<file path="src/rtl/keyed_record_table_unit_defines.svh">
// ----------------------------------------------------------------------------
// keyed_record_table_unit_defines
// assertion macros used by the record table controller
// ----------------------------------------------------------------------------
`ifndef KEYED_RECORD_TABLE_UNIT_DEFINES_SVH
`define KEYED_RECORD_TABLE_UNIT_DEFINES_SVH

// same-cycle implication, held off while reset is asserted
`define KRT_ASSERT_IMPL(label, clk, rst_n, ante, cons) \
    label: assert property (@(posedge clk) disable iff (!rst_n) (ante) |-> (cons)) \
        else $error("krt assertion failed");

// next-cycle implication, held off while reset is asserted
`define KRT_ASSERT_NEXT(label, clk, rst_n, ante, cons) \
    label: assert property (@(posedge clk) disable iff (!rst_n) (ante) |=> (cons)) \
        else $error("krt assertion failed");

`endif

</file>
<file path="src/rtl/krt_pkg.sv">
`timescale 1ns / 1ps
// ----------------------------------------------------------------------------
// krt_pkg
// shared widths, command and status codes, result type and saturating add
// ----------------------------------------------------------------------------
package krt_pkg;

    localparam int CmdW       = 3;
    localparam int KeyW       = 24;
    localparam int ValW       = 32;
    localparam int StatusW    = 3;
    localparam int SlotW      = 6;
    localparam int MaxResults = 64;
    localparam int RecW       = KeyW + 2 * ValW;

    typedef enum logic [CmdW-1:0] {
        CMD_INSERT    = 3'd0,
        CMD_LOOKUP    = 3'd1,
        CMD_ADJ_QTY   = 3'd2,
        CMD_ADJ_PRICE = 3'd3,
        CMD_LIST      = 3'd4
    } cmd_t;

    typedef enum logic [StatusW-1:0] {
        ST_OK        = 3'd0,
        ST_FULL      = 3'd1,
        ST_DUP       = 3'd2,
        ST_NOT_FOUND = 3'd3,
        ST_EMPTY     = 3'd4
    } status_t;

    typedef struct packed {
        logic [StatusW-1:0]    status;
        logic [SlotW-1:0]      slot;
        logic [KeyW-1:0]       found_key;
        logic signed [ValW-1:0] quantity;
        logic signed [ValW-1:0] price;
        logic                  last;
    } result_t;

    function automatic logic signed [ValW-1:0] sat_add(
        input logic signed [ValW-1:0] a,
        input logic signed [ValW-1:0] b
    );
        logic signed [ValW:0] s;
        logic signed [ValW-1:0] r;
        s = {a[ValW-1], a} + {b[ValW-1], b};
        if (s[ValW] != s[ValW-1])
        begin
            r = s[ValW] ? {1'b1, {(ValW-1){1'b0}}} : {1'b0, {(ValW-1){1'b1}}};
        end
        else
        begin
            r = s[ValW-1:0];
        end
        return r;
    endfunction

endpackage

</file>
<file path="src/rtl/krt_if.sv">


interface krt_rsp_if;
    import krt_pkg::*;

    logic                   valid;
    logic                   ready;
    logic [StatusW-1:0]     status;
    logic [SlotW-1:0]       slot;
    logic [KeyW-1:0]        found_key;
    logic signed [ValW-1:0] quantity;
    logic signed [ValW-1:0] price;
    logic                   last;

    modport source (
        output valid, status, slot, found_key, quantity, price, last,
        input  ready
    );
    modport sink (
        input  valid, status, slot, found_key, quantity, price, last,
        output ready
    );
endinterface

</file>
<file path="src/rtl/krt_out_stage.sv">
`timescale 1ns / 1ps
// ----------------------------------------------------------------------------
// krt_out_stage
// response register, holds one beat so the controller can move on
// ----------------------------------------------------------------------------
module krt_out_stage (
    input  logic              clk,
    input  logic              rst_n,
    input  logic              res_load,
    input  krt_pkg::result_t  res,
    output logic              out_free,
    krt_rsp_if.source         rsp
);
    import krt_pkg::*;

    logic    valid_reg;
    logic    valid_next;
    result_t data_reg;

    assign out_free = !valid_reg || rsp.ready;

    always_comb
    begin
        valid_next = valid_reg;
        if (res_load)
        begin
            valid_next = 1'b1;
        end
        else if (rsp.ready)
        begin
            valid_next = 1'b0;
        end
    end

    always_ff @(posedge clk or negedge rst_n)
    begin
        if (!rst_n)
        begin
            valid_reg <= 1'b0;
        end
        else
        begin
            valid_reg <= valid_next;
        end
    end

    always_ff @(posedge clk)
    begin
        if (res_load)
        begin
            data_reg <= res;
        end
    end

    assign rsp.valid     = valid_reg;
    assign rsp.status    = data_reg.status;
    assign rsp.slot      = data_reg.slot;
    assign rsp.found_key = data_reg.found_key;
    assign rsp.quantity  = data_reg.quantity;
    assign rsp.price     = data_reg.price;
    assign rsp.last      = data_reg.last;

endmodule

</file>
<file path="src/flat_wrapper.sv">
// flat-port wrapper written by rule: the top's interface ports become plain ports
module krt_out_stage_flat import krt_pkg::*;
  (clk, rst_n, res_load, res, out_free, rsp_valid, rsp_status, rsp_slot, rsp_found_key, rsp_quantity, rsp_price, rsp_last, rsp_ready);
  krt_rsp_if rsp_i ();
  input  logic clk;
  input  logic rst_n;
  input  logic res_load;
  input  krt_pkg::result_t res;
  output logic out_free;
  output wire logic [$bits(rsp_i.valid)-1:0] rsp_valid;
  output wire logic [$bits(rsp_i.status)-1:0] rsp_status;
  output wire logic [$bits(rsp_i.slot)-1:0] rsp_slot;
  output wire logic [$bits(rsp_i.found_key)-1:0] rsp_found_key;
  output wire logic [$bits(rsp_i.quantity)-1:0] rsp_quantity;
  output wire logic [$bits(rsp_i.price)-1:0] rsp_price;
  output wire logic [$bits(rsp_i.last)-1:0] rsp_last;
  input wire logic [$bits(rsp_i.ready)-1:0] rsp_ready;
  assign rsp_valid = rsp_i.valid;
  assign rsp_status = rsp_i.status;
  assign rsp_slot = rsp_i.slot;
  assign rsp_found_key = rsp_i.found_key;
  assign rsp_quantity = rsp_i.quantity;
  assign rsp_price = rsp_i.price;
  assign rsp_last = rsp_i.last;
  assign rsp_i.ready = rsp_ready;
  krt_out_stage u_core (.clk(clk), .rst_n(rst_n), .res_load(res_load), .res(res), .out_free(out_free), .rsp(rsp_i));
endmodule
</file>
<file path="config.mk">
export PLATFORM = sky130hd
export DESIGN_NAME = krt_out_stage_flat
export DESIGN_NICKNAME = d
export VERILOG_FILES = /design/src/rtl/keyed_record_table_unit_defines.svh /design/src/rtl/krt_pkg.sv /design/src/rtl/krt_if.sv /design/src/rtl/krt_out_stage.sv /design/src/flat_wrapper.sv
export SDC_FILE = /design/constraint.sdc
export NUM_CORES = 1
export LEC_CHECK = 0
export ABC_AREA = 0
export CORE_ASPECT_RATIO = 0.5
export CORE_MARGIN = 1
export CORE_UTILIZATION = 54
export DETAILED_ROUTE_END_ITERATION = 12
export DONT_BUFFER_PORTS = 1
export PLACE_DENSITY = 0.72
export SLEW_MARGIN = 20
export SYNTH_ARGS = -nofsm -noshare
export SYNTH_HDL_FRONTEND = slang
export SYNTH_SLANG_ARGS = --single-unit
export TNS_END_PERCENT = 5
</file>
<file path="constraint.sdc">
create_clock -name clk -period 0.8 [get_ports clk]
set_clock_uncertainty 0.05 [all_clocks]
set_input_delay 0 -clock clk [delete_from_list [all_inputs] [get_ports clk]]
set_output_delay 0 -clock clk [all_outputs]
set_load 0.05 [all_outputs]
</file>
==> results of run 1 <==
-- metrics by stage --
step | worst slack, ps | cell area (µm²)
2_1_floorplan | -149 | 3000
3_3_place_gp | 88.0 | 5070
-- logic make-up after synthesis --
logic type,after synthesis,synth area share (%)
flops,99,99.2
simple gates,2,0.753
==> metrics.md, run 1 <==
| Metric | Value |
|---|---|
| Outcome | aborted with a tool error |
| Failed at | detailed placement (3_5_place_dp) |
| Err | Error: detail_place.tcl, 38 bad optional access |
| Synth top area share | 98.4% |
| Post-synth top area cell | edfxtp_1 |
| Async SR Flop Fraction | 1.01% |
| Placer Congestion | 0.695 |
| EDFF count, synth | 98 |
| Post-synthesis sequential area ratio | 99.2% |
| Die width | 107 µm |
| IO Port Bufs | 0 |
| Cell with the most instances after synthesis | edfxtp_1 |
| Syn avg cell area | 29.6 µm² |
| Die height | 54.6 µm |
| Largest cells by area after synthesis | edfxtp_1, dfrtp_1, nand2b_4 |
| Net count after synthesis | 203 |
| Post-synthesis cell area | 2990 µm² |
| Cell count after synthesis | 101 |
| Rows | 18 |
| Unique cell type count in the Yosys netlist | 4 |
| Post-synth top flop | edfxtp_1 |
| Synth cell count leaders | edfxtp_1, dfrtp_1, nand2b_2, nand2b_4 |
| Ports | 202 |
| Initial core utilization | 58.5% |
| Warnings from Yosys | 0 |
| Register bit count reported by yosys | 99 |
==> inputs of run 2 (changes only) <==
--- a/config.mk
+++ b/config.mk
@@ -6,12 +6,11 @@
 export NUM_CORES = 1
 export LEC_CHECK = 0
 export ABC_AREA = 0
-export CORE_ASPECT_RATIO = 0.5
 export CORE_MARGIN = 1
-export CORE_UTILIZATION = 54
+export CORE_UTILIZATION = 40
 export DETAILED_ROUTE_END_ITERATION = 12
 export DONT_BUFFER_PORTS = 1
-export PLACE_DENSITY = 0.72
+export PLACE_DENSITY_LB_ADDON = 0.15
 export SLEW_MARGIN = 20
 export SYNTH_ARGS = -nofsm -noshare
 export SYNTH_HDL_FRONTEND = slang
==> constraint.sdc (replaced) <==
create_clock -name clk -period 1.05 [get_ports clk]
set_clock_uncertainty 0.05 [all_clocks]
set_input_delay 0 -clock clk [delete_from_list [all_inputs] [get_ports clk]]
set_output_delay 0 -clock clk [all_outputs]
set_load 0.05 [all_outputs]
==> run 2 against run 1 <==
The flow now finishes, with violations (hold timing, setup timing). Synthesized cell count unchanged. Area after synthesis unchanged.
==> metrics.md, run 2 <==
| Metric | Value |
|---|---|
| Outcome | finished with violations |
| Failing checks | hold timing, setup timing |
| Die height | 88.5 µm (+62%) |
| Total CTS buffers | 9 |
| Vias/cell | 4.48 |
| Drt drc | 0 |
| Clk buf depth | 2 |
| Fin crit share | 101% |
| Pre-antenna DRT Iters | 4 |
| Number of max-cap violations | 0 |
| Clock Power Share | 24.6% |
| Internal power | 5.87 mW |
| Warnings from Yosys | 0 (unchanged) |
| Sw Share | 29.7% |
| # fillers | 532 |
| Endpoint class of the critical path | output pin |
| Antenna viol nets, final | 0 |
| CP arrival | 1010 ps |
| CP Class | flip-flop to output pin |
| Unique cell type count in the Yosys netlist | 4 (unchanged) |
| Clk root buf | clkbuf_8 |
| Post-synthesis sequential area ratio | 99.2% (unchanged) |
| H-tree levels | 3 |
| Post-CTS Hold Buffers | 100 |
| Post-layout nets | 328 |
| Global-route wire length before repair | 7820 µm |
| Seq pwr share | 69.2% |
| Post-synth top area cell | edfxtp_1 |
| Placer Congestion | 0.700 (+0.73%) |
| Synth cell count leaders | edfxtp_1, dfrtp_1, nand2b_2, nand2b_4 |
| IO Port Bufs | 0 (unchanged) |
| Register bit count reported by yosys | 99 (unchanged) |
| FF+latch area | 2970 µm² |
| Core area | 7250 µm² |
| Final setup fails | 5 |
| Placed instance count | 213 |
| Hold slack final | -287 ps |
| Die width | 88.5 µm (-18%) |
| Initial antenna violation count | 0 |
| NetSw | 2.48 mW |
| Net count after synthesis | 203 (unchanged) |
| Rel. slew slack | 67.0% |
| Final setup margin | -11.8 ps |
| Largest net degree at the start of global routing | 100 |
| LEAKAGE | 1.55 nW |
| WP data required | 1000 ps |
| Num Clock Sinks | 99 |
| Multi-input combinational cell area | 22.5 µm² |
| Cell with the most instances after synthesis | edfxtp_1 |
| Fin util | 60.6% |
| DRT iter0 DRCs | 64 |
| Syn avg cell area | 29.6 µm² (unchanged) |
| Rows | 31 (+13) |
| Grt ovf | 0 |
| TritonCTS clock tree | yes |
| Final hold viol count | 99 |
| Total power | 8.35 mW |
| Via count | 1480 |
| Tmin final | 1060 ps |
| Final wirelength | 5690 µm |
| Synth top area share | 98.4% (unchanged) |
| Tightest Pin Transition | 497 ps |
| CTS clk-pin slew, worst paths | 90 ps |
| Final Slew Violations | 0 |
| Logic gate share of total power | 6.3% |
| Share of post-route cells with drive strength above 1 | 13.0% |
| RSZ-0062 raised after global routing | true |
| Largest cells by area after synthesis | edfxtp_1, dfrtp_1, nand2b_4 |
| CP max FO | 1 |
| Clk_lat worst skew | 340 ps |
| Die area | 7830 µm² |
| Post-synth top flop | edfxtp_1 |
| Hold WC Path Type | input port to flip-flop |
| Async SR Flop Fraction | 1.01% (unchanged) |
| Gr usage total | 14.2% |
| Most common cell after layout, fill and taps aside | dlygate4sd3_1 |
| EDFF count, synth | 98 (unchanged) |
| Pwr dens | 1900 nW/µm² |
| Post-Layout Cell Count | 330 |
| DR WL/cell | 17.2 µm |
| Crit start category | flip-flop |
| Cell count after synthesis | 101 (unchanged) |
| Initial core utilization | 41.2% (-17 points) |
| Area Growth Syn to Fin | 47.0% |
| Ant. Diodes | 0 |
| Maximum VDD drop | 0.000984 V |
| Ports | 202 (unchanged) |
| Number of global-route vias before repair | 1487 |
| Achievable Freq | 942 MHz |
| Post-synthesis cell area | 2990 µm² (unchanged) |
| Most frequent cells in the layout | dlygate4sd3_1, edfxtp_1, buf_4, clkbuf_8, clkinv_1 |
==> run 2: cell counts after synthesis <==
No cell type changed its count.
==> run 2: kinds of logic after synthesis <==
group	after synthesis	share of synthesized area [%]
flip-flops	99	99.2
AND/OR/NAND/NOR	2	0.753
==> run 2: worst paths after layout <==
| kind | to | slack, ps | start | cells past startpoint |
|---|---|---|---|---|
| worst min-delay path | u_core.rsp.price[14]$_DFFE_PP_ | -290 | res_load | 0 |
| worst min register to register | u_core.rsp.valid$_DFFE_PN0P_ | 620 | u_core.rsp.valid$_DFFE_PN0P_ | 3 |
| min in group asynchronous | u_core.rsp.valid$_DFFE_PN0P_ | 340 | rst_n | 2 |
| worst max-delay path | rsp_price[30] | -10 | u_core.rsp.price[30]$_DFFE_PP_ | 0 |
| worst max register to register | u_core.rsp.valid$_DFFE_PN0P_ | 230 | u_core.rsp.valid$_DFFE_PN0P_ | 3 |
| max in group asynchronous | u_core.rsp.valid$_DFFE_PN0P_ | 500 | rst_n | 2 |
==> run 2: metrics by stage <==
| stage | TNS (ps) | setup WS, ps | cell area (µm²) |
|---|---|---|---|
| floorplan | 0 | 100 | 2990 |
| global placement | 0 | 339 | 3210 |
| detailed placement | 0 | 335 | 3210 |
| CTS | -735 | -41.0 | 4390 |
| global route | -2100 | -56.9 | 4400 |
| finish | -31.4 | -11.8 | 4400 |
==> run 2: area by class of cell <==
type                       count  area share [%]
timing repair buffer         114            25.3
sequential                    99            67.5
clock inverter                 7           0.996
multi-input combinational      2           0.512
tap                           99            2.82
clock buffer                   9            2.82
==> run 2: routing by layer <==
layer	global-route usage, %	up-vias	wire length, µm
met4	8.36	0	111
met5	0	-	0
met3	7.18	10	632
met1	14.5	708	1930
li1	-	655	-
met2	23.3	107	3010
==> run 2: power by group through the flow <==
stage                     logic [mW]  clock network (mW)  registers (mW)
final                          0.522                2.05            5.78
after global placement         0.216                   0            5.87
after global routing           0.550                2.25            5.81
after CTS                      0.519                2.10            5.78
after floorplan               0.0172                   0            5.96
after detailed placement       0.215                   0            5.87
==> run 2: timing repair <==
item / 4_1_cts / 5_1_grt
hold endpoints to repair: 198 / 99
setup buffers: 0 / 1
gates resized for setup: 2 / 0
endpoints found under the setup margin: 76 / 89
Power figures use the tool's default switching activity.
