**src/rtl/keyed_record_table_unit_defines.svh**
```systemverilog
// ----------------------------------------------------------------------------
// keyed_record_table_unit_defines
// assertion macros used by the record table controller
// ----------------------------------------------------------------------------
`ifndef KEYED_RECORD_TABLE_UNIT_DEFINES_SVH
`define KEYED_RECORD_TABLE_UNIT_DEFINES_SVH

// same-cycle implication, held off while reset is asserted
`define KRT_ASSERT_IMPL(label, clk, rst_n, ante, cons) \
    label: assert property (@(posedge clk) disable iff (!rst_n) (ante) |-> (cons)) \
        else $error("krt assertion failed");

// next-cycle implication, held off while reset is asserted
`define KRT_ASSERT_NEXT(label, clk, rst_n, ante, cons) \
    label: assert property (@(posedge clk) disable iff (!rst_n) (ante) |=> (cons)) \
        else $error("krt assertion failed");

`endif

```
**src/rtl/krt_pkg.sv**
```systemverilog
`timescale 1ns / 1ps
// ----------------------------------------------------------------------------
// krt_pkg
// shared widths, command and status codes, result type and saturating add
// ----------------------------------------------------------------------------
package krt_pkg;

    localparam int CmdW       = 3;
    localparam int KeyW       = 24;
    localparam int ValW       = 32;
    localparam int StatusW    = 3;
    localparam int SlotW      = 6;
    localparam int MaxResults = 64;
    localparam int RecW       = KeyW + 2 * ValW;

    typedef enum logic [CmdW-1:0] {
        CMD_INSERT    = 3'd0,
        CMD_LOOKUP    = 3'd1,
        CMD_ADJ_QTY   = 3'd2,
        CMD_ADJ_PRICE = 3'd3,
        CMD_LIST      = 3'd4
    } cmd_t;

    typedef enum logic [StatusW-1:0] {
        ST_OK        = 3'd0,
        ST_FULL      = 3'd1,
        ST_DUP       = 3'd2,
        ST_NOT_FOUND = 3'd3,
        ST_EMPTY     = 3'd4
    } status_t;

    typedef struct packed {
        logic [StatusW-1:0]    status;
        logic [SlotW-1:0]      slot;
        logic [KeyW-1:0]       found_key;
        logic signed [ValW-1:0] quantity;
        logic signed [ValW-1:0] price;
        logic                  last;
    } result_t;

    function automatic logic signed [ValW-1:0] sat_add(
        input logic signed [ValW-1:0] a,
        input logic signed [ValW-1:0] b
    );
        logic signed [ValW:0] s;
        logic signed [ValW-1:0] r;
        s = {a[ValW-1], a} + {b[ValW-1], b};
        if (s[ValW] != s[ValW-1])
        begin
            r = s[ValW] ? {1'b1, {(ValW-1){1'b0}}} : {1'b0, {(ValW-1){1'b1}}};
        end
        else
        begin
            r = s[ValW-1:0];
        end
        return r;
    endfunction

endpackage

```
**src/rtl/krt_if.sv**
```systemverilog
`timescale 1ns / 1ps
// ----------------------------------------------------------------------------
// krt_if
// request and response channels of the record table, valid/ready per beat
// ----------------------------------------------------------------------------
interface krt_req_if;
    import krt_pkg::*;

    logic                   valid;
    logic                   ready;
    logic [CmdW-1:0]        cmd;
    logic [KeyW-1:0]        part_key;
    logic signed [ValW-1:0] initial_quantity;
    logic signed [ValW-1:0] initial_price;
    logic signed [ValW-1:0] delta;

    modport source (
        output valid, cmd, part_key, initial_quantity, initial_price, delta,
        input  ready
    );
    modport sink (
        input  valid, cmd, part_key, initial_quantity, initial_price, delta,
        output ready
    );
endinterface


```
**src/rtl/krt_ctrl.sv**
```systemverilog
`timescale 1ns / 1ps
// ----------------------------------------------------------------------------
// krt_ctrl
// command sequencer: key scan over the record ram, insert, adjust, list
// ----------------------------------------------------------------------------
`include "keyed_record_table_unit_defines.svh"

module krt_ctrl #(
    parameter int TABLE_DEPTH = 64
) (
    input  logic                              clk,
    input  logic                              rst_n,
    krt_req_if.sink                           req,
    output logic                              ram_wr_en,
    output logic [$clog2(TABLE_DEPTH)-1:0]    ram_wr_addr,
    output logic [krt_pkg::RecW-1:0]          ram_wr_data,
    output logic                              ram_rd_en,
    output logic [$clog2(TABLE_DEPTH)-1:0]    ram_rd_addr,
    input  logic [krt_pkg::RecW-1:0]          ram_rd_data,
    input  logic                              out_free,
    output logic                              res_load,
    output krt_pkg::result_t                  res
);
    import krt_pkg::*;

    localparam int AW = $clog2(TABLE_DEPTH);
    localparam int CW = $clog2(TABLE_DEPTH + 1);
    localparam int LW = (CW > 7) ? CW : 7;

    typedef enum logic [5:0] {
        S_IDLE = 6'b000001,
        S_SCAN = 6'b000010,
        S_UPD  = 6'b000100,
        S_EMIT = 6'b001000,
        S_LRD  = 6'b010000,
        S_LOUT = 6'b100000
    } state_t;

    state_t                 state_reg, state_next;
    logic [CW-1:0]          count_reg, count_next;
    logic [CW-1:0]          ptr_reg, ptr_next;
    logic                   pend_reg, pend_next;
    logic [AW-1:0]          pend_idx_reg, pend_idx_next;
    cmd_t                   cmd_reg, cmd_next;
    logic [KeyW-1:0]        key_reg, key_next;
    logic signed [ValW-1:0] qty_in_reg, qty_in_next;
    logic signed [ValW-1:0] price_in_reg, price_in_next;
    logic signed [ValW-1:0] delta_reg, delta_next;
    status_t                hold_status_reg, hold_status_next;
    logic [AW-1:0]          hold_idx_reg, hold_idx_next;
    logic [KeyW-1:0]        hold_key_reg, hold_key_next;
    logic signed [ValW-1:0] hold_qty_reg, hold_qty_next;
    logic signed [ValW-1:0] hold_price_reg, hold_price_next;

    logic [KeyW-1:0]        rd_key;
    logic signed [ValW-1:0] rd_qty;
    logic signed [ValW-1:0] rd_price;
    logic                   match;
    logic                   scan_more;
    logic                   scan_rd;
    logic [LW-1:0]          list_end;
    logic                   list_last;
    logic signed [ValW-1:0] upd_val;
    logic signed [ValW-1:0] upd_qty;
    logic signed [ValW-1:0] upd_price;

    assign rd_key   = ram_rd_data[RecW-1 -: KeyW];
    assign rd_qty   = ram_rd_data[2*ValW-1 -: ValW];
    assign rd_price = ram_rd_data[ValW-1:0];

    assign scan_more = ptr_reg < count_reg;
    assign match     = (state_reg == S_SCAN) && pend_reg && (rd_key == key_reg);
    assign scan_rd   = (state_reg == S_SCAN) && scan_more && !match;

    // list stops at the table fill or at the result cap, whichever is lower
    assign list_end  = (LW'(count_reg) > LW'(MaxResults)) ? LW'(MaxResults)
                                                           : LW'(count_reg);
    assign list_last = (LW'(ptr_reg) + LW'(1)) == list_end;

    assign upd_val   = sat_add((cmd_reg == CMD_ADJ_QTY) ? hold_qty_reg : hold_price_reg,
                               delta_reg);
    assign upd_qty   = (cmd_reg == CMD_ADJ_QTY) ? upd_val : hold_qty_reg;
    assign upd_price = (cmd_reg == CMD_ADJ_QTY) ? hold_price_reg : upd_val;

    assign req.ready   = (state_reg == S_IDLE);
    assign ram_rd_en   = scan_rd || (state_reg == S_LRD);
    assign ram_rd_addr = ptr_reg[AW-1:0];

    always_comb
    begin
        state_next       = state_reg;
        count_next       = count_reg;
        ptr_next         = ptr_reg;
        pend_next        = pend_reg;
        pend_idx_next    = pend_idx_reg;
        cmd_next         = cmd_reg;
        key_next         = key_reg;
        qty_in_next      = qty_in_reg;
        price_in_next    = price_in_reg;
        delta_next       = delta_reg;
        hold_status_next = hold_status_reg;
        hold_idx_next    = hold_idx_reg;
        hold_key_next    = hold_key_reg;
        hold_qty_next    = hold_qty_reg;
        hold_price_next  = hold_price_reg;
        ram_wr_en        = 1'b0;
        ram_wr_addr      = hold_idx_reg;
        ram_wr_data      = {hold_key_reg, upd_qty, upd_price};
        res_load         = 1'b0;
        res.status       = hold_status_reg;
        res.slot         = SlotW'(hold_idx_reg);
        res.found_key    = hold_key_reg;
        res.quantity     = hold_qty_reg;
        res.price        = hold_price_reg;
        res.last         = 1'b1;

        case (state_reg)
            S_IDLE:
            begin
                if (req.valid)
                begin
                    cmd_next      = cmd_t'(req.cmd);
                    key_next      = req.part_key;
                    qty_in_next   = req.initial_quantity;
                    price_in_next = req.initial_price;
                    delta_next    = req.delta;
                    ptr_next      = '0;
                    pend_next     = 1'b0;
                    hold_idx_next   = '0;
                    hold_key_next   = '0;
                    hold_qty_next   = '0;
                    hold_price_next = '0;
                    case (cmd_t'(req.cmd))
                        CMD_INSERT:
                        begin
                            if (count_reg == CW'(TABLE_DEPTH))
                            begin
                                hold_status_next = ST_FULL;
                                state_next       = S_EMIT;
                            end
                            else
                            begin
                                state_next = S_SCAN;
                            end
                        end
                        CMD_LOOKUP, CMD_ADJ_QTY, CMD_ADJ_PRICE:
                        begin
                            state_next = S_SCAN;
                        end
                        CMD_LIST:
                        begin
                            if (count_reg == '0)
                            begin
                                hold_status_next = ST_EMPTY;
                                state_next       = S_EMIT;
                            end
                            else
                            begin
                                state_next = S_LRD;
                            end
                        end
                        default:
                        begin
                            state_next = S_IDLE;
                        end
                    endcase
                end
            end

            S_SCAN:
            begin
                // one read issued per cycle, compare lags by the ram latency
                pend_next     = scan_rd;
                pend_idx_next = ptr_reg[AW-1:0];
                if (scan_rd)
                begin
                    ptr_next = ptr_reg + CW'(1);
                end
                if (match)
                begin
                    hold_idx_next    = pend_idx_reg;
                    hold_key_next    = rd_key;
                    hold_qty_next    = rd_qty;
                    hold_price_next  = rd_price;
                    hold_status_next = (cmd_reg == CMD_INSERT) ? ST_DUP : ST_OK;
                    if (cmd_reg inside {CMD_ADJ_QTY, CMD_ADJ_PRICE})
                    begin
                        state_next = S_UPD;
                    end
                    else
                    begin
                        state_next = S_EMIT;
                    end
                end
                else if (!pend_reg && !scan_more)
                begin
                    if (cmd_reg == CMD_INSERT)
                    begin
                        ram_wr_en        = 1'b1;
                        ram_wr_addr      = count_reg[AW-1:0];
                        ram_wr_data      = {key_reg, qty_in_reg, price_in_reg};
                        hold_status_next = ST_OK;
                        hold_idx_next    = count_reg[AW-1:0];
                        hold_key_next    = key_reg;
                        hold_qty_next    = qty_in_reg;
                        hold_price_next  = price_in_reg;
                        count_next       = count_reg + CW'(1);
                    end
                    else
                    begin
                        hold_status_next = ST_NOT_FOUND;
                    end
                    state_next = S_EMIT;
                end
            end

            S_UPD:
            begin
                ram_wr_en       = 1'b1;
                hold_qty_next   = upd_qty;
                hold_price_next = upd_price;
                state_next      = S_EMIT;
            end

            S_EMIT:
            begin
                if (out_free)
                begin
                    res_load   = 1'b1;
                    state_next = S_IDLE;
                end
            end

            S_LRD:
            begin
                state_next = S_LOUT;
            end

            S_LOUT:
            begin
                // ram output holds while no new read is issued
                res.status    = ST_OK;
                res.slot      = SlotW'(ptr_reg[AW-1:0]);
                res.found_key = rd_key;
                res.quantity  = rd_qty;
                res.price     = rd_price;
                res.last      = list_last;
                if (out_free)
                begin
                    res_load = 1'b1;
                    if (list_last)
                    begin
                        state_next = S_IDLE;
                    end
                    else
                    begin
                        ptr_next   = ptr_reg + CW'(1);
                        state_next = S_LRD;
                    end
                end
            end

            default:
            begin
                state_next = S_IDLE;
            end
        endcase
    end

    always_ff @(posedge clk or negedge rst_n)
    begin
        if (!rst_n)
        begin
            state_reg <= S_IDLE;
            count_reg <= '0;
            ptr_reg   <= '0;
            pend_reg  <= 1'b0;
        end
        else
        begin
            state_reg <= state_next;
            count_reg <= count_next;
            ptr_reg   <= ptr_next;
            pend_reg  <= pend_next;
        end
    end

    always_ff @(posedge clk)
    begin
        pend_idx_reg    <= pend_idx_next;
        cmd_reg         <= cmd_next;
        key_reg         <= key_next;
        qty_in_reg      <= qty_in_next;
        price_in_reg    <= price_in_next;
        delta_reg       <= delta_next;
        hold_status_reg <= hold_status_next;
        hold_idx_reg    <= hold_idx_next;
        hold_key_reg    <= hold_key_next;
        hold_qty_reg    <= hold_qty_next;
        hold_price_reg  <= hold_price_next;
    end

    `KRT_ASSERT_IMPL(a_count_bound, clk, rst_n, 1'b1, count_reg <= CW'(TABLE_DEPTH))
    `KRT_ASSERT_IMPL(a_write_state, clk, rst_n, ram_wr_en,
        (state_reg == S_SCAN) || (state_reg == S_UPD))
    `KRT_ASSERT_NEXT(a_count_hold, clk, rst_n, state_reg != S_SCAN,
        count_reg == $past(count_reg))
    `KRT_ASSERT_IMPL(a_pend_in_fill, clk, rst_n, (state_reg == S_SCAN) && pend_reg,
        CW'(pend_idx_reg) < count_reg)
    `KRT_ASSERT_IMPL(a_load_free, clk, rst_n, res_load, out_free && !req.ready)

endmodule

```
**src/flat_wrapper.sv**
```systemverilog
// flat-port wrapper written by rule: the top's interface ports become plain ports
module krt_ctrl_flat import krt_pkg::*;
#(
    parameter int TABLE_DEPTH = 64
)
  (clk, rst_n, ram_wr_en, ram_wr_addr, ram_wr_data, ram_rd_en, ram_rd_addr, ram_rd_data, out_free, res_load, res, req_valid, req_cmd, req_part_key, req_initial_quantity, req_initial_price, req_delta, req_ready);
  krt_req_if req_i ();
  input  logic clk;
  input  logic rst_n;
  output logic ram_wr_en;
  output logic [$clog2(TABLE_DEPTH)-1:0] ram_wr_addr;
  output logic [krt_pkg::RecW-1:0] ram_wr_data;
  output logic ram_rd_en;
  output logic [$clog2(TABLE_DEPTH)-1:0] ram_rd_addr;
  input  logic [krt_pkg::RecW-1:0] ram_rd_data;
  input  logic out_free;
  output logic res_load;
  output krt_pkg::result_t res;
  input wire logic [$bits(req_i.valid)-1:0] req_valid;
  input wire logic [$bits(req_i.cmd)-1:0] req_cmd;
  input wire logic [$bits(req_i.part_key)-1:0] req_part_key;
  input wire logic [$bits(req_i.initial_quantity)-1:0] req_initial_quantity;
  input wire logic [$bits(req_i.initial_price)-1:0] req_initial_price;
  input wire logic [$bits(req_i.delta)-1:0] req_delta;
  output wire logic [$bits(req_i.ready)-1:0] req_ready;
  assign req_i.valid = req_valid;
  assign req_i.cmd = req_cmd;
  assign req_i.part_key = req_part_key;
  assign req_i.initial_quantity = req_initial_quantity;
  assign req_i.initial_price = req_initial_price;
  assign req_i.delta = req_delta;
  assign req_ready = req_i.ready;
  krt_ctrl #(.TABLE_DEPTH(TABLE_DEPTH)) u_core (.clk(clk), .rst_n(rst_n), .req(req_i), .ram_wr_en(ram_wr_en), .ram_wr_addr(ram_wr_addr), .ram_wr_data(ram_wr_data), .ram_rd_en(ram_rd_en), .ram_rd_addr(ram_rd_addr), .ram_rd_data(ram_rd_data), .out_free(out_free), .res_load(res_load), .res(res));
endmodule
```
**config.mk**
```make
export PLATFORM = sky130hd
export DESIGN_NAME = krt_ctrl_flat
export DESIGN_NICKNAME = d
export VERILOG_FILES = /design/src/rtl/krt_pkg.sv /design/src/rtl/krt_if.sv /design/src/rtl/krt_ctrl.sv /design/src/flat_wrapper.sv
export VERILOG_INCLUDE_DIRS = /design/src /design/src/rtl
export SDC_FILE = /design/constraint.sdc
export NUM_CORES = 1
export LEC_CHECK = 0
export ABC_AREA = 1
export ABC_CLOCK_PERIOD_IN_PS = 9000
export BUFFER_PORTS_ARGS = -buffer_cell sky130_fd_sc_hd__buf_2
export CAP_MARGIN = 40
export CORE_MARGIN = 5
export CORE_UTILIZATION = 30
export DETAILED_ROUTE_END_ITERATION = 7
export PLACE_DENSITY_LB_ADDON = 0.2
export SETUP_SLACK_MARGIN = 0.1
export SLEW_MARGIN = 40
export SYNTH_ARGS = -nofsm -noshare
export SYNTH_HDL_FRONTEND = slang
export SYNTH_SLANG_ARGS = --single-unit
```
**constraint.sdc**
```tcl
create_clock -name clk -period 9 [get_ports clk]
set_input_delay 0.9 -clock clk [delete_from_list [all_inputs] [get_ports clk]]
set_output_delay 0.9 -clock clk [all_outputs]
set_load 0.01 [all_outputs]
```
# Word level (Yosys, flattened, before mapping)
# Cells that the tools add are included.
[word_totals]
register_bits = 247
input_bits = 215
output_inout_bits = 202
wordCells = 138
[classes]
addsub = 3
order_cmp = 2
n_eq_ne = 26
muxes = 65
n_bitwise = 1
n_reduce_logical = 26
[op_table]
columns = ["cell", "count"]
rows = [
  ["$mux W32", 12],
  ["$mux W88", 4],
  ["$pmux W32 S3", 2],
  ["$mux W98", 1],
  ["$mux W24", 4],
  ["$mux W6", 11],
  ["$pmux W24 S2", 1],
  ["$pmux W6 S6", 1],
  ["$mux W7", 5],
  ["$add A32 B32 Y33", 1],
  ["$eq A24 B24 Y1", 1],
  ["$pmux W7 S3", 1],
  ["$pmux W6 S3", 1],
  ["$reduce_and A4 Y1", 4],
  ["$mux W3", 5],
  ["$add A7 B1 Y7 const B", 2],
  ["$eq A3 B2 Y1 const B", 4],
  ["$ne A3 B2 Y1 const B", 4],
  ["$pmux W3 S2", 2],
  ["$pmux W6 S2", 1],
  ["$mux W5", 2],
  ["$mux W4", 2],
  ["$ne A2 B2 Y1 const B", 4],
  ["$eq A7 B7 Y1", 1],
  ["30 further kinds", 47],
]

# Depth between registers and ports, before layout
# Gate-level depths: netlist of the first run.
[logic_depth]
word_depth = 10
mapped_depth = 25
ltp_nobuf = 23

# Worst setup path before layout of the first run
# OpenSTA, ideal clock, no wires.
[synth_path]
path_type = "flip-flop to flip-flop"
start = "reg u_core.state_reg[5]"
end = "reg u_core.hold_key_reg[0], enable pin"
setup_ns = 0.379
arrival_time_ns = 7.044
slack_ns = 1.578
path_stages_with_launch = 9
synth_period_minus_slack_ns = 7.422
path_cell_list = "dfrtp_1 -> or2_1 -> inv_1 -> nand4_1 -> nor2_1 -> nor2_1 -> inv_1 -> nand2_1 -> inv_1"
[synth_via]
elab_chain_len = 5
[synth_lines]
columns = ["item", "line_no", "rtl"]
rows = [
  ["from (decl)", "krt_ctrl.sv:39", "state_t state_reg, state_next;"],
  ["from (signal assigned)", "krt_ctrl.sv:281", "state_reg <= state_next;"],
  ["$eq A6 B2 Y1", "krt_ctrl.sv:72, krt_ctrl.sv:117", ""],
  ["$logic_and A1 B1 Y1 (2 in a row)", "krt_ctrl.sv:72", "assign match = (state_reg == S_SCAN) && pend_reg && (rd_key == key_reg);"],
  ["$ne A3 B2 Y1 (no line)", "n/a", ""],
  ["$reduce_and A4 Y1 (no line) *", "n/a", ""],
  ["to (signal assigned)", "krt_ctrl.sv:298", "hold_key_reg <= hold_key_next;"],
  ["to (decl)", "krt_ctrl.sv:51", "logic [KeyW-1:0] hold_key_reg, hold_key_next;"],
]
# Mark *: on every way between the ends. The rest lies on a longest branch, timed or not.
# A chain may end at the register's enable or synchronous reset.

# Final worst setup path of the first run
[layout_path]
start = "reg u_core.cmd_reg[2]"
end = "out ram_wr_data[17] (netlist bit)"
[layout_via]
elab_chain_len = 10
[layout_lines]
columns = ["item", "line_no", "rtl"]
rows = [
  ["from (decl)", "krt_ctrl.sv:44", "cmd_t cmd_reg, cmd_next;"],
  ["from (signal assigned)", "krt_ctrl.sv:291", "cmd_reg <= cmd_next;"],
  ["$eq A3 B2 Y1", "krt_ctrl.sv:80, krt_ctrl.sv:83", ""],
  ["$mux W32", "krt_ctrl.sv:80", "assign upd_val = sat_add((cmd_reg == CMD_ADJ_QTY) ? hold_qty_reg : hold_price_reg,"],
  ["$add A32 B32 Y33", "krt_pkg.sv:47", "s = {a[ValW-1], a} + {b[ValW-1], b};"],
  ["$mux W32 or $ne A1 B1 Y1 (tied branches)", "krt_pkg.sv:50, krt_pkg.sv:48", ""],
  ["$mux W32", "krt_pkg.sv:48", "if (s[ValW] != s[ValW-1])"],
  ["$mux W32", "krt_ctrl.sv:83", "assign upd_price = (cmd_reg == CMD_ADJ_QTY) ? hold_price_reg : upd_val;"],
  ["$mux W88", "krt_ctrl.sv:197", "if (cmd_reg == CMD_INSERT)"],
  ["$mux W88", "krt_ctrl.sv:195", "else if (!pend_reg && !scan_more)"],
  ["$mux W88", "krt_ctrl.sv:179", "if (match)"],
  ["$mux W88 *", "krt_ctrl.sv:117", "case (state_reg)"],
  ["to (decl)", "flat_wrapper.sv:12", "output logic [krt_pkg::RecW-1:0] ram_wr_data;"],
]
# Marked as above.

==> results of run 1 <==
## worst register-to-register path, cell delays in order, from the launching register on
cell	delay, ps
edfxtp_1	380
inv_1	60
nand2_1	120
nor2_4	550
buf_4	670
o21ai_0	300
fa_1	470
nand2_1	80
nand2_1	110
nand3_1	120
nand2_1	150
nand2_1	110
nand2_2	80
nand2_1	100
nand3_1	90
nand2_2	210
nand2_1	340
buf_4	380
a21oi_1	330
nand2_1	180
nand3_1	120
nand2_1	60
## layout by cell type, fill, tap and decap left out, types with 32 or more instances in the layout
cell type	Yosys	layout
o21ai_0	155	155
nor2_1	141	138
inv_1	220	216
nand3_1	207	207
nand2_1	755	754
edfxtp_1	226	226
buf_2	15	416
clkbuf_16	0	35
or2_2	32	32
a21oi_1	37	37
ha_1	43	43
a22oi_1	48	48
## layout make-up
| cell class | count | area, sq um |
|---|---|---|
| inverters | 227 | 856 |
| repair buffers | 433 | 2240 |
| clock buffers | 45 | 943 |
| clock inverters | 14 | 159 |
| diodes | 6 | 15.0 |
| fillers | 5660 | 33800 |
| well taps | 696 | 871 |
| multi-input cells | 1562 | 7590 |
| flip-flops and latches | 247 | 7310 |
## kinds of logic after synthesis
kind of cell             share of synthesized area
AND/OR/NAND/NOR                              0.309
buffers and inverters                       0.0862
AO/OA/AOI/OAI                                0.100
flip-flops                                   0.449
adder cells (fa/ha/maj)                     0.0343
XOR/XNOR                                    0.0210
## metrics by stage
step	utilization	total power [mW]	std cells	worst slack, ps
3_5_place_dp	0.350	6.68	3164	2730
3_3_place_gp	0.350	6.68	3164	2740
4_1_cts	0.371	8.10	3223	2120
5_1_grt	0.371	8.62	3225	1790
2_1_floorplan	-	4.83	2136	1580
6_report	0.372	8.02	3230	2300
## where the power goes
| group | total, mW | internal [mW] | switching, mW | leakage (nW) |
|---|---|---|---|---|
| clock | 1.37 | 0.823 | 0.551 | 0.536 |
| sequential | 2.00 | 1.79 | 0.207 | 2.41 |
| combinational | 4.64 | 1.43 | 3.21 | 6.70 |
| total | 8.02 | 4.05 | 3.97 | 9.64 |
## per-layer routing
| layer | GRT usage | routed length (um) | share of wire |
|---|---|---|---|
| met3 | 0.0432 | 4770 | 0.072 |
| met5 | 0 | 39 | 0.00059 |
| met2 | 0.370 | 31900 | 0.48 |
| met1 | 0.284 | 28500 | 0.43 |
| met4 | 0.0529 | 1430 | 0.022 |
## worst max path at each step
stage                             endpoint
floorplan           u_core.hold_key_reg[0]
global placement           ram_wr_data[21]
detailed placement         ram_wr_data[21]
CTS                        ram_wr_data[21]
global route               ram_wr_data[49]
finish                     ram_wr_data[17]
==> summary.md, run 1 <==
| Metric | Value |
|---|---|
| TritonCTS clock tree | `built` |
| Routed vias | `16087` |
| Routed WL | `approximately 67000 um` |
| Worst EP arrival | `roughly 5800 ps` |
| Final Setup Violations | `0` |
| Ratio of cells with drive above 1 in the final layout | `0.215` |
| Most frequent cell after synthesis | `nand2_1` |
| H-tree levels | `2` |
| CP Launch Type | `flip-flop` |
| Worst-path fanout max | `between 60 and 70` |
| Leading post-synthesis cells by cell area | `edfxtp_1 42%, nand2_1 17%, nand3_1 6.4%, inv_1 5.1%, o21ai_0 4.8%` |
| Worst skew pair latency | `~550 ps` |
| Clk root buf | `clkbuf_16` |
| Rows | `85` |
| Number of global-route vias before repair | `roughly 16000` |
| Max Cap Viol | `0` |
| Crit path max-delay cell type | `buf_4` |
| Die Height | `~240 um` |
| Sequential area share after synthesis | `0.449` |
| WP data required | `approximately 8100 ps` |
| Max transition margin | `0.418` |
| Final Hold Viols | `0` |
| Number of flops mapped to enable cells by yosys | `around 230` |
| Worst reg-to-reg setup slack | `about 3700 ps` |
| Initial antenna violation count | `10` |
| First-pass GRT wire length | `about 100000 um` |
| Synth area leader | `edfxtp_1` |
| Crit path kind | `reg -> out` |
| Post-synth top cells | `755 x nand2_1, 226 x edfxtp_1, 220 x inv_1` |
| Drc violations | `0` |
| Post-DRT Antenna Nets | `0` |
| Nets | `2764` |
| Via density per instance | `between 4 and 5` |
| Core area | `53800 sq um` |
| Worst-Margin Slew | `between 800 and 900 ps` |
| Most used DFF post-synth | `edfxtp_1` |
| Clock sinks | `between 200 and 250` |
| Avg Synthesized Cell Area | `between 7 and 8 sq um` |
| Largest net degree at the start of global routing | `124` |
| Synth cell types | `47` |
| Final Max Slew Viols | `0` |
| Cells along the critical path | `inv_1 -> nand2_1 -> nor2_4 -> buf_4 -> o21ai_0 -> fa_1 -> nand2_1 -> nand2_1 -> nand3_1 -> nand2_1 -> nand2_1 -> nand2_2 -> nand2_1 -> nand2_1 -> nand2_1 -> nand2_2 -> nand2_1 -> buf_4 -> nand3_1 -> nand3_1 -> nand3_1 -> nand2_1 -> buf_2` |
| Critical path's top delay family | `simple AND/OR/NAND/NOR gates` |
| Worst setup path start | `u_core.cmd_reg[2]` |
| Mapped Cells | `roughly 2100` |
| R2R depth | `21` |
| RD Place Congestion | `0.936` |
| Share of the synthesized area in the top cell type | `0.417` |
| Post-synth ARST share | `0.0850` |
| Leakage | `9.64 nW` |
| Setup crit end kind | `output port` |
| Layout Area Growth over Synthesis | `22.8%` |
| Die width | `roughly 240 um` |
| Worst path max stage delay | `approximately 660 ps` |
| Final Cell Area | `~20000 sq um` |
| RR Endpoint | `u_core.hold_price_reg[21]` |
| Setup TNS Final | `0 ps` |
| Worst r2r src | `u_core.cmd_reg[2]` |
| Top Ports | `approximately 420` |
| PwrDens | `roughly 400 nW/um^2` |
| TritonCTS Buffers | `34` |
| Mapped Nets | `~2400` |
| Initial core utilization | `0.302` |
| Tmin final | `roughly 6700 ps` |
| Synth Register Bits | `~250` |
| YS warnings | `0` |
| Worst hold path type | `in -> async` |
| Die area | `between 50000 and 60000 sq um` |
| Wire length per cell | `20.6 um` |
| Worst path bufs/invs | `4` |
| Unrepaired setup endpoints after global routing | `no` |
| Dpl hpwl | `48700 um` |
| Initial DRC Count | `around 1400` |
| Worst path most repeated cell | `nand2_1` |
| Max Clk Rate | `149 MHz` |
| Postcts setup bufs | `0` |
| CTS resizes | `0` |
| TritonRoute pass-1 iters | `5` |
| Mapped cell area | `16300 sq um` |
| Clock buffer depth | `3` |
| Crit share post-route | `0.744` |
| Min Hold Slack | `roughly 320 ps` |
| Hold-fix buffers, CTS | `0` |
| Outcome | `complete, no violations` |
| CP Depth | `23` |
| Total track usage | `0.217` |
| IO buf count | `around 420` |
| Post-DP Area | `~19000 sq um` |
| Clk slew on worst S/H paths | `60 ps` |
| Final setup skew | `around 26 ps` |
| Peak supply drop | `approximately 0.26 mV` |
| Gr ovfl total | `0` |
Note: power is estimated with default switching activity, not from simulation.
==> run 2: changes to the inputs <==
--- a/config.mk
+++ b/config.mk
@@ -7,7 +7,7 @@
 export NUM_CORES = 1
 export LEC_CHECK = 0
 export ABC_AREA = 1
-export ABC_CLOCK_PERIOD_IN_PS = 9000
+export ABC_CLOCK_PERIOD_IN_PS = 5500
 export BUFFER_PORTS_ARGS = -buffer_cell sky130_fd_sc_hd__buf_2
 export CAP_MARGIN = 40
 export CORE_MARGIN = 5
==> constraint.sdc (replaced) <==
create_clock -name clk -period 5.5 [get_ports clk]
set_input_delay 0.55 -clock clk [delete_from_list [all_inputs] [get_ports clk]]
set_output_delay 0.55 -clock clk [all_outputs]
set_load 0.01 [all_outputs]
==> run 2 against run 1 <==
Clock-buffer cell count grew 4. Global-route usage grew 0.28 points. Clock skew shrank 5.2 ps. Wire length grew 1.3%. Setup slack lost 1800 ps. Final cell count grew 0.37%. Non-clock buffer count grew 6. Power grew 64%. Critical endpoint is now ram_wr_data[20]. Highest routed layer unchanged.
==> summary.md, run 2 (same netlist as run 1, synthesis figures left out) <==
| Metric | Value |
|---|---|
| CP Launch Type | `flip-flop` |
| Most frequent cells in the layout | `754 x nand2_1, 416 x buf_2, 226 x edfxtp_1` |
| RD Place Congestion | `between 0.8 and 0.9` |
| Number of global-route vias before repair | `16333` |
| Die width | `243 um` |
| Initial antenna violation count | `13` |
| Ratio of cells with drive above 1 in the final layout | `0.217` |
| Clk root buf | `clkbuf_16` |
| Via density per instance | `a little over 5` |
| Nets | `2771` |
| Wire length per cell | `approximately 21 um` |
| Clock buffer depth | `3` |
| Worst hold path type | `in -> reg` |
| First-pass GRT wire length | `~100000 um` |
| Max Clk Rate | `201 MHz` |
| Outcome | `complete, no violations` |
| PwrDens | `roughly 660 nW/um^2` |
| Most common cell after layout, fill and taps aside | `nand2_1` |
| Layout Area Growth over Synthesis | `23.1%` |
| Die Height | `between 200 and 250 um` |
| Max transition margin | `0.440` |
| Total track usage | `0.220` |
| Tmin final | `approximately 5000 ps` |
| Setup crit end kind | `output port` |
| Worst-path fanout max | `between 70 and 80` |
| H-tree levels | `2` |
| Initial DRC Count | `about 1300` |
| Routed vias | `approximately 16000` |
| Place WS | `941 ps` |
| Worst-Margin Slew | `841 ps` |
| Crit path kind | `reg -> out` |
| Post-DP Area | `~19000 sq um` |
| Final Setup Violations | `0` |
| Final Cell Area | `approximately 20000 sq um` |
| Drc violations | `0` |
| Setup TNS Final | `0 ps` |
| Final setup skew | `about 21 ps` |
| Initial core utilization | `0.302` |
| Dpl hpwl | `approximately 50000 um` |
| Worst skew pair latency | `about 550 ps` |
| Worst EP arrival | `~4400 ps` |
| WP data required | `~5000 ps` |
| IO buf count | `~420` |
| Top Ports | `approximately 420` |
| Min Hold Slack | `172 ps` |
| Max Cap Viol | `0` |
| Largest net degree at the start of global routing | `between 80 and 90` |
| TritonCTS clock tree | `built` |
| Die area | `around 59000 sq um` |
| Post-DRT Antenna Nets | `0` |
| Core area | `~54000 sq um` |
| Setup ws final | `between 500 and 600 ps` |
| Clock sinks | `247` |
| Clk slew on worst S/H paths | `around 60 ps` |
| TritonRoute pass-1 iters | `7` |
| Leakage | `between 9 and 10 nW` |
| Final Max Slew Viols | `0` |
| Peak supply drop | `roughly 0.35 mV` |
| Rows | `85` |
| Crit share post-route | `0.906` |
| Routed WL | `slightly below 70000 um` |
| Unrepaired setup endpoints after global routing | `yes` |
| Final Hold Viols | `0` |
| Gr ovfl total | `0` |
| TritonCTS Buffers | `35` |
## run 2: cell count changes in the layout (fill, tap and decap cells not counted), sizes merged
cell / previous run / this run
buf: 433 / 438
clkinv: 14 / 15
dlygate4sd3: 0 / 1
clkbuf: 45 / 49
diode: 6 / 7
inv: 224 / 226
bufinv: 3 / 1
## run 2: layout make-up
| class | instances | area, sq um |
|---|---|---|
| timing repair buffer | 439 | 2300 |
| fill | 5668 | 33800 |
| clock buffer | 49 | 960 |
| sequential | 247 | 7310 |
| clock inverter | 15 | 115 |
| multi-input combinational | 1562 | 7590 |
| inverter | 227 | 870 |
| tap | 696 | 871 |
| antenna | 7 | 17.5 |
## run 2: per-stage QoR
stage / power (mW) / util / cells
2_1_floorplan: 7.88 / - / 2136
3_3_place_gp: 11.0 / 0.351 / 3170
3_5_place_dp: 11.0 / 0.352 / 3170
4_1_cts: 13.3 / 0.372 / 3235
5_1_grt: 14.2 / 0.372 / 3241
6_report: 13.1 / 0.372 / 3242
## run 2: final timing paths
check / startpoint / to / depth (start not counted) / slack [ps]
max in group asynchronous: rst_n / u_core.state_reg[0] / 2 / 4620
min reg2reg: u_core.ptr_reg[6] / u_core.ptr_reg[6] / 2 / 540
max: u_core.cmd_reg[2] / ram_wr_data[20] / 24 / 520
min: req_initial_price[0] / u_core.price_in_reg[0] / 1 / 170
min in group asynchronous: rst_n / u_core.state_reg[5] / 2 / 510
max reg2reg: u_core.cmd_reg[2] / u_core.hold_price_reg[19] / 22 / 1540
## run 2: worst max-delay path: stages (launching register included)
cell	delay (ps)
edfxtp_1	380
inv_1	60
nand2_1	110
nor2_4	190
buf_12	280
nand2_1	230
o21ai_0	140
ha_1	320
nand2_1	210
inv_1	60
nand2_1	70
nand2_1	100
nand2_1	100
nand2_1	70
a21oi_1	200
nand2_1	80
nand2_1	70
nand2_2	100
nand2_2	210
buf_4	270
nand2_1	110
nand3_1	200
nand3_1	120
nand2_1	90
buf_2	130
## run 2: repair_timing
item / in CTS / in global routing
endpoints found under the hold margin: 20 / 0
resized for setup: 0 / 2
hold buffers: 1 / 0
setup endpoints to repair: 0 / 34
setup buffers: 0 / 0
## run 2: metal layers
layer | vias to the layer above | wire length [um] | global-route usage
li1 | 7838 | - | -
met1 | 7787 | 29400 | 0.293
met2 | 623 | 31700 | 0.363
met3 | 89 | 4830 | 0.0462
met4 | 8 | 1540 | 0.0594
met5 | - | 39 | 0
## run 2: where the power goes
| part | internal (mW) | switching [mW] |
|---|---|---|
| clock network | 1.27 | 0.909 |
| registers | 2.93 | 0.327 |
| logic | 2.37 | 5.33 |
| total | 6.58 | 6.56 |
